$ cat config.mk
export PLATFORM = sky130hd
export DESIGN_NAME = bf16_to_bfp4_group_quantizer_core
export DESIGN_NICKNAME = d
export VERILOG_FILES = /design/src/design/bfp4q_pkg.sv /design/src/design/bf16_to_bfp4_group_quantizer_core.sv /design/src/design/bfp4q_max.sv /design/src/design/bfp4q_enc.sv
export SDC_FILE = /design/constraint.sdc
export NUM_CORES = 1
export LEC_CHECK = 0
export BUFFER_PORTS_ARGS = -buffer_cell sky130_fd_sc_hd__buf_4
export CAP_MARGIN = 0
export CORE_MARGIN = 3
export CORE_UTILIZATION = 30
export CTS_CLUSTER_DIAMETER = 150
export CTS_CLUSTER_SIZE = 12
export DETAILED_ROUTE_END_ITERATION = 6
export HOLD_SLACK_MARGIN = 0.08
export PLACE_DENSITY_LB_ADDON = 0.08
export SLEW_MARGIN = 20
export SYNTH_ARGS = -nofsm -noshare
export SYNTH_HDL_FRONTEND = slang
export SYNTH_SLANG_ARGS = --single-unit
$ cat constraint.sdc
create_clock -name clock -period 16.7 [get_ports clock]
set_input_delay 0.835 -clock clock [delete_from_list [all_inputs] [get_ports clock]]
set_output_delay 0.835 -clock clock [all_outputs]
set_load 0.05 [all_outputs]
$ cat src/design/bfp4q_pkg.sv
// ----------------------------------------------------------------------------
// bfp4q_pkg
// Types, constants and helpers for the BF16 to 4-bit block floating point
// group quantizer.
// ----------------------------------------------------------------------------
`default_nettype none

package bfp4q_pkg;

   localparam int unsigned GroupSize  = 16;
   localparam int unsigned ExpWidth   = 8;
   localparam int unsigned ManWidth   = 24;
   localparam int unsigned DropBits   = 21;
   localparam int unsigned MagWidth   = 3;
   localparam int unsigned NibWidth   = 4;
   localparam int unsigned ShiftLimit = 32;

   localparam logic [MagWidth-1:0] MagMax = 3'd7;

   typedef logic [15:0] bf16_type;

   typedef struct packed {
      logic [31:0] pair_7;
      logic [31:0] pair_6;
      logic [31:0] pair_5;
      logic [31:0] pair_4;
      logic [31:0] pair_3;
      logic [31:0] pair_2;
      logic [31:0] pair_1;
      logic [31:0] pair_0;
   } req_type;

   typedef struct packed {
      logic [7:0]  shared_exponent;
      logic [31:0] nibbles_low;
      logic [31:0] nibbles_high;
   } rsp_type;

   function automatic logic [ExpWidth-1:0] bf16_exp(input bf16_type value);
      return value[14:7];
   endfunction

endpackage

`default_nettype wire

$ cat src/design/bf16_to_bfp4_group_quantizer_core.sv
// ----------------------------------------------------------------------------
// bf16_to_bfp4_group_quantizer_core
// Quantizes a group of sixteen BF16 values to 4-bit block floating point.
// ----------------------------------------------------------------------------
// Usage:
//   req_* carries one group of sixteen BF16 values packed in eight 32-bit
//   pairs. rsp_* returns the shared exponent and sixteen sign-magnitude
//   nibbles. Both channels are valid/ready.
//   A request accepted into the input register has its result loaded into the
//   output register at the next edge if that register is free or being drained,
//   so rsp_valid rises in the cycle after acceptance.
//   Throughput is one request per cycle while the receiver keeps taking
//   responses: the max tree and the sixteen encoders sit combinationally
//   between the two registers.
//   When the receiver stalls, the held result stays on rsp_payload and one
//   more request is still taken into the input register; req_ready then
//   drops until the output drains.
//   Reset clears both valid flags; no request is in flight afterwards.
// ----------------------------------------------------------------------------
`default_nettype none

module bf16_to_bfp4_group_quantizer_core (
   input  wire                  clock,
   input  wire                  reset,
   input  wire                  req_valid,
   output logic                 req_ready,
   input  wire bfp4q_pkg::req_type req_payload,
   output logic                 rsp_valid,
   input  wire                  rsp_ready,
   output bfp4q_pkg::rsp_type   rsp_payload
);
   import bfp4q_pkg::*;

   logic     s1_valid_ff;
   logic     s1_valid_in;
   req_type  s1_data_ff;
   logic     out_valid_ff;
   logic     out_valid_in;
   rsp_type  out_data_ff;
   logic     s1_adv;
   bf16_type [15:0] elems;
   logic [7:0]      group_exp;
   logic [3:0]      nibs [16];
   rsp_type         result;

   assign s1_adv    = s1_valid_ff && (!out_valid_ff || rsp_ready);
   assign req_ready = !s1_valid_ff || s1_adv;

   assign s1_valid_in  = (req_valid && req_ready) || (s1_valid_ff && !s1_adv);
   assign out_valid_in = s1_adv || (out_valid_ff && !rsp_ready);

   always_ff @(posedge clock) begin
      if (reset) begin
         s1_valid_ff  <= 1'b0;
         out_valid_ff <= 1'b0;
      end else begin
         s1_valid_ff  <= s1_valid_in;
         out_valid_ff <= out_valid_in;
      end
   end

   always_ff @(posedge clock) begin
      if (req_valid && req_ready) begin
         s1_data_ff <= req_payload;
      end
      if (s1_adv) begin
         out_data_ff <= result;
      end
   end

   assign elems = {s1_data_ff.pair_7, s1_data_ff.pair_6, s1_data_ff.pair_5,
                   s1_data_ff.pair_4, s1_data_ff.pair_3, s1_data_ff.pair_2,
                   s1_data_ff.pair_1, s1_data_ff.pair_0};

   bfp4q_max u_max (
      .elems   (elems),
      .max_exp (group_exp)
   );

   for (genvar i = 0; i < GroupSize; i++) begin : g_enc
      bfp4q_enc u_enc (
         .elem      (elems[i]),
         .group_exp (group_exp),
         .nibble    (nibs[i])
      );
   end

   always_comb begin
      result.shared_exponent = group_exp;
      for (int i = 0; i < 8; i++) begin
         result.nibbles_low[4*i +: 4]  = nibs[i];
         result.nibbles_high[4*i +: 4] = nibs[i+8];
      end
   end

   assign rsp_valid   = out_valid_ff;
   assign rsp_payload = out_data_ff;

`ifndef SYNTH
   a_reset_clear: assert property (@(posedge clock)
      $past(reset) |-> (!s1_valid_ff && !out_valid_ff))
      else $error("valid flags not cleared by reset");

   a_zero_exp_codes: assert property (@(posedge clock) disable iff (reset)
      (rsp_valid && (rsp_payload.shared_exponent == 8'd0)) |->
      ((rsp_payload.nibbles_low == 32'd0) && (rsp_payload.nibbles_high == 32'd0)))
      else $error("nonzero code with zero shared exponent");

   a_advance_fills_out: assert property (@(posedge clock) disable iff (reset)
      s1_adv |=> rsp_valid)
      else $error("advanced request lost before output register");

   a_empty_ready: assert property (@(posedge clock) disable iff (reset)
      !s1_valid_ff |-> req_ready)
      else $error("request refused with empty input register");
`endif

endmodule

`default_nettype wire

$ cat src/design/bfp4q_max.sv
// ----------------------------------------------------------------------------
// bfp4q_max
// Comparator tree that finds the largest biased exponent of a group.
// ----------------------------------------------------------------------------
`default_nettype none

module bfp4q_max (
   input  wire bfp4q_pkg::bf16_type [15:0] elems,
   output logic [7:0]                      max_exp
);
   import bfp4q_pkg::*;

   logic [ExpWidth-1:0] lvl0 [16];
   logic [ExpWidth-1:0] lvl1 [8];
   logic [ExpWidth-1:0] lvl2 [4];
   logic [ExpWidth-1:0] lvl3 [2];

   always_comb begin
      for (int i = 0; i < 16; i++) begin
         lvl0[i] = bf16_exp(elems[i]);
      end
      for (int i = 0; i < 8; i++) begin
         lvl1[i] = (lvl0[2*i] > lvl0[2*i+1]) ? lvl0[2*i] : lvl0[2*i+1];
      end
      for (int i = 0; i < 4; i++) begin
         lvl2[i] = (lvl1[2*i] > lvl1[2*i+1]) ? lvl1[2*i] : lvl1[2*i+1];
      end
      for (int i = 0; i < 2; i++) begin
         lvl3[i] = (lvl2[2*i] > lvl2[2*i+1]) ? lvl2[2*i] : lvl2[2*i+1];
      end
      max_exp = (lvl3[0] > lvl3[1]) ? lvl3[0] : lvl3[1];
   end

endmodule

`default_nettype wire

$ cat src/design/bfp4q_enc.sv
// ----------------------------------------------------------------------------
// bfp4q_enc
// Aligns one BF16 value to the shared exponent and rounds it to a
// sign-magnitude nibble.
// ----------------------------------------------------------------------------
`default_nettype none

module bfp4q_enc (
   input  wire bfp4q_pkg::bf16_type elem,
   input  wire [7:0]                group_exp,
   output logic [3:0]               nibble
);
   import bfp4q_pkg::*;

   localparam logic [DropBits-1:0] Half = DropBits'(1) << (DropBits - 1);

   logic [ExpWidth-1:0] exp_val;
   logic [ExpWidth-1:0] shift_amt;
   logic [ManWidth-1:0] man;
   logic [ManWidth-1:0] man_sh;
   logic [DropBits-1:0] rem;
   logic [MagWidth-1:0] quo;
   logic                round_up;
   logic [MagWidth:0]   mag_rnd;
   logic [MagWidth-1:0] mag;

   always_comb begin
      exp_val   = bf16_exp(elem);
      man       = {1'b1, elem[6:0], 16'd0};
      shift_amt = (group_exp > exp_val) ? (group_exp - exp_val) : '0;
      man_sh    = (shift_amt >= ExpWidth'(ShiftLimit)) ? '0 : (man >> shift_amt[4:0]);
      rem       = man_sh[DropBits-1:0];
      quo       = man_sh[ManWidth-1:DropBits];
      round_up  = (rem > Half) || ((rem == Half) && quo[0]);
      mag_rnd   = {1'b0, quo} + {{MagWidth{1'b0}}, round_up};
      mag       = mag_rnd[MagWidth] ? MagMax : mag_rnd[MagWidth-1:0];
      if ((exp_val == '0) || (mag == '0)) begin
         nibble = '0;
      end else begin
         nibble = {elem[15], mag};
      end
   end

endmodule

`default_nettype wire

==> results.txt <==
The run finished with clean final reports. The initial standard-cell utilization of the core is 30.34%. The first element of the critical path is elems[220].

Using the TritonRoute via totals, the vias-per-cell ratio works out to 5.180. The synthesized design contains 330 register bits. The total number of clock tree sinks is 330. For this block, the initial DRC count from the detailed router was 1113. CTS built an H-tree with a depth of 1. The area taken by flip-flops and latches is 0.009889 mm2. Synthesis instantiated 92 different standard cells from the library. The tightest min-delay check is of the in2reg type. The number of enable flip-flop cells after synthesis came out at 328. The largest single stage delay on the critical path is 0.78 ns. The tool flagged a number of max-cap violations equal to 0. The total number of vias is 19950.

The final setup skew is 0.02170 ns. The post-synthesis instance total came out at 2438. In this run the standard cell core region covers 0.07913 mm2.

The TritonCTS clock tree is built. The die area is 0.08345 mm2. The via count of the first global-routing pass is 20149.

The all-layer global routing usage is 17.14%. The maximum fanout count along the critical path came out at 16. In the final layout, the multi-input gates occupy 0.01308 mm2.

For this run, the detailed router's first-pass iteration total came to 5. In this run the deepest clock path goes through 3 buffers. The maximum number of pins on one net before global-route repair is 71. The setup TNS is 0 ns. The floorplan die height is 288.9 um. The number of setup buffers added after CTS is 0. The timing-limited maximum frequency is 76.25 MHz.

For this run, the leading register cell type out of synthesis is edfxtp_1. The slowest stage of the critical path is the mux2_2 cell. For this run, the post-layout net count is 3324.

The final hold violation count came to 0. The startpoint identified for the worst register-to-register timing path is elems[220]. Fill cells in the final layout number 8016. The initial antenna violation count is 2.

During I/O placement, the number of pins put on the boundary was 334. The first global-routing pass estimated 112.5 mm of wire. STA classifies the critical path startpoint as a flip-flop. The later pin in the worst-skew pair is clocked with a latency of 0.61 ns. The critical path is of the reg2reg type.

Timing analysis after detailed placement gives a worst setup slack of 3.420 ns. The routed wirelength normalized by instance count came out at 19.30 um. Of the cells placed in the final design, the portion with a size suffix greater than 1 is 15.54%. The worst setup path is captured at a flip-flop. The data arrival time at the worst-slack endpoint is 13.46 ns. The utilization of the core after routing came out at 36.32%. The total grt overflow is 0. The tree is rooted in a clkbuf_16. The clock transition time at the flip-flop clock pins of the worst setup and hold paths is 0.07 ns. The final critical-path required period is 13.11 ns. The port buffer count is 333. The number of warnings reported in the yosys synthesis log is 0. The overall die width came out at 288.9 um.

At the end of routability-driven placement, the weighted congestion stood at 0.8743. The remaining max-slew budget at the tightest pin is 32.43%. In this run the most critical hold path is launched from reset. Counting flops with an async set or reset pin after synthesis yields a share of 0%. The final critical path takes up 78.53% of the cycle. Setup slack closes at 3.586 ns. Setup repair after global routing left no endpoint under its margin.

The number of gates resized after CTS is 0. The kind of cell adding the most delay to the critical path is compound AO/OA/AOI/OAI gates. The mean instance size in the synthesized netlist is 9.847 um2.

The number of max-slew violations in the final report came out at 0. Together, buffers and inverters on the worst path number 4. The number of hold-repair buffers added at the cts stage is 0.

The total nets after synthesis is 2973. At the pin with the least slew margin, the transition time is 1.014 ns. The TritonCTS buffer count came out at 31. For this run, design rule violations remaining after detail routing come to 0.

Summing the sequential cell areas from Yosys gives 41.19% of the chip area. The critical path required time came out at 17.04 ns. The detailed-route wire length came out at 74.32 mm.

The synthesis-to-finish area growth is 19.72%. The number of nets still failing antenna checks after routing came out at 0. After legalization and detailed placement, the total HPWL measured 57.98 mm. The worst-case hold slack is 0.3877 ns.

Setup violations remaining at the end of the flow were counted as 0. The number of rows created at floorplan is 103. The combined area of all synthesized cells is 0.02401 mm2.
## worst paths after layout
kind	end	slack [ns]	cells past startpoint
setup / recovery	rsp_payload[55]	3.59	54
hold / removal	s1_valid_ff	0.39	2
hold reg to reg	rsp_valid	0.53	2
setup reg to reg	rsp_payload[55]	3.59	54
## layer usage
metal,vias to the layer above,track usage (%),share of wire [%]
met3,78,2.337,4.4
li1,9834,-,-
met4,2,3.667,2.1
met1,9603,22.06,44
met2,433,30.58,50
met5,-,0,0.019
## registers in the layout (all words and copies together), names as in the netlist
name         cells
rsp_valid        1
elems          256
rsp_payload     72
s1_valid_ff      1
## layout make-up
| cell class | instances | share of cell area, % |
|---|---|---|
| clock buffer | 43 | 2.856 |
| multi-input combinational | 1805 | 45.51 |
| antenna | 1 | 0.008707 |
| timing repair buffer | 346 | 9.029 |
| clock inverter | 1 | 0.02612 |
| inverter | 275 | 3.592 |
| tap | 1050 | 4.571 |
| sequential | 330 | 34.41 |
## Yosys cell counts (all sizes together) (14+ instances only)
cell | count | area (um2)
a211oi | 22 | 175.2
a21boi | 14 | 105.1
a21o | 74 | 556.8
a21oi | 253 | 1266
a31oi | 18 | 118.9
and2 | 20 | 126.4
and3 | 24 | 150.1
clkbuf | 22 | 82.58
edfxtp | 328 | 9849
fa | 16 | 320.3
ha | 259 | 3241
inv | 275 | 1032
mux2i | 69 | 690.7
nand2 | 106 | 397.9
nand2b | 24 | 150.1
nand3 | 39 | 195.2
nand4 | 59 | 369.1
nor2 | 205 | 772.0
nor2b | 33 | 206.5
nor3 | 45 | 230.2
nor4 | 28 | 175.2
o21a | 29 | 217.7
o21ai | 135 | 675.7
o21bai | 32 | 240.2
o22ai | 14 | 101.4
o31ai | 16 | 120.1
or2 | 17 | 106.4
or3 | 14 | 97.59
or4 | 20 | 150.1
xnor2 | 52 | 455.4
xor2 | 17 | 148.9
## worst register-to-register path: cells and delay by family (launching register included)
family / cells / cell delay (ns)
compound gates: 27 / 6.46
simple gates: 13 / 2.22
fa+ha+maj: 7 / 2.05
mux: 3 / 1.41
flops: 1 / 0.38
buf+inv: 4 / 0.34
## logic make-up after synthesis
kind of cell / after synthesis / synth area share [%]
compound gates: 716 / 19.10
simple gates: 662 / 14.04
flops: 330 / 41.19
buf+inv: 303 / 4.779
fa+ha+maj: 278 / 14.96
mux: 80 / 3.409
xor+xnor: 69 / 2.517
## cells in the final DEF (no fill, tap or decap), types with 8 or more instances in the layout
cell type / count
buf_4: 345
edfxtp_1: 328
inv_1: 275
ha_1: 259
a21oi_1: 252
nor2_1: 204
o21ai_0: 127
nand2_1: 106
a21o_1: 73
mux2i_1: 62
nand4_1: 59
xnor2_1: 52
nor3_1: 44
nand3_1: 39
nor2b_1: 32
o21bai_1: 32
clkbuf_16: 31
o21a_1: 29
nor4_1: 28
and3_1: 24
nand2b_1: 24
a211oi_1: 20
or4_1: 20
and2_1: 18
a31oi_1: 17
xor2_1: 17
o31ai_1: 16
or2_2: 16
fa_1: 16
a21boi_0: 14
o22ai_1: 13
or3_1: 12
clkbuf_1: 12
nor3b_1: 11
o211ai_1: 10
mux2_2: 10
o21ai_1: 8
o31a_1: 8
## stage by stage
| step | instances | instance area, um2 |
|---|---|---|
| floorplan | 2438 | 24010 |
| global placement | 3805 | 27900 |
| detailed placement | 3805 | 27900 |
| CTS | 3849 | 28730 |
| global route | 3850 | 28740 |
| finish | 3851 | 28740 |
Power is left out: the tool's default activity adds up to more than one toggle a clock period on the data nets, which glitch-free logic cannot reach.
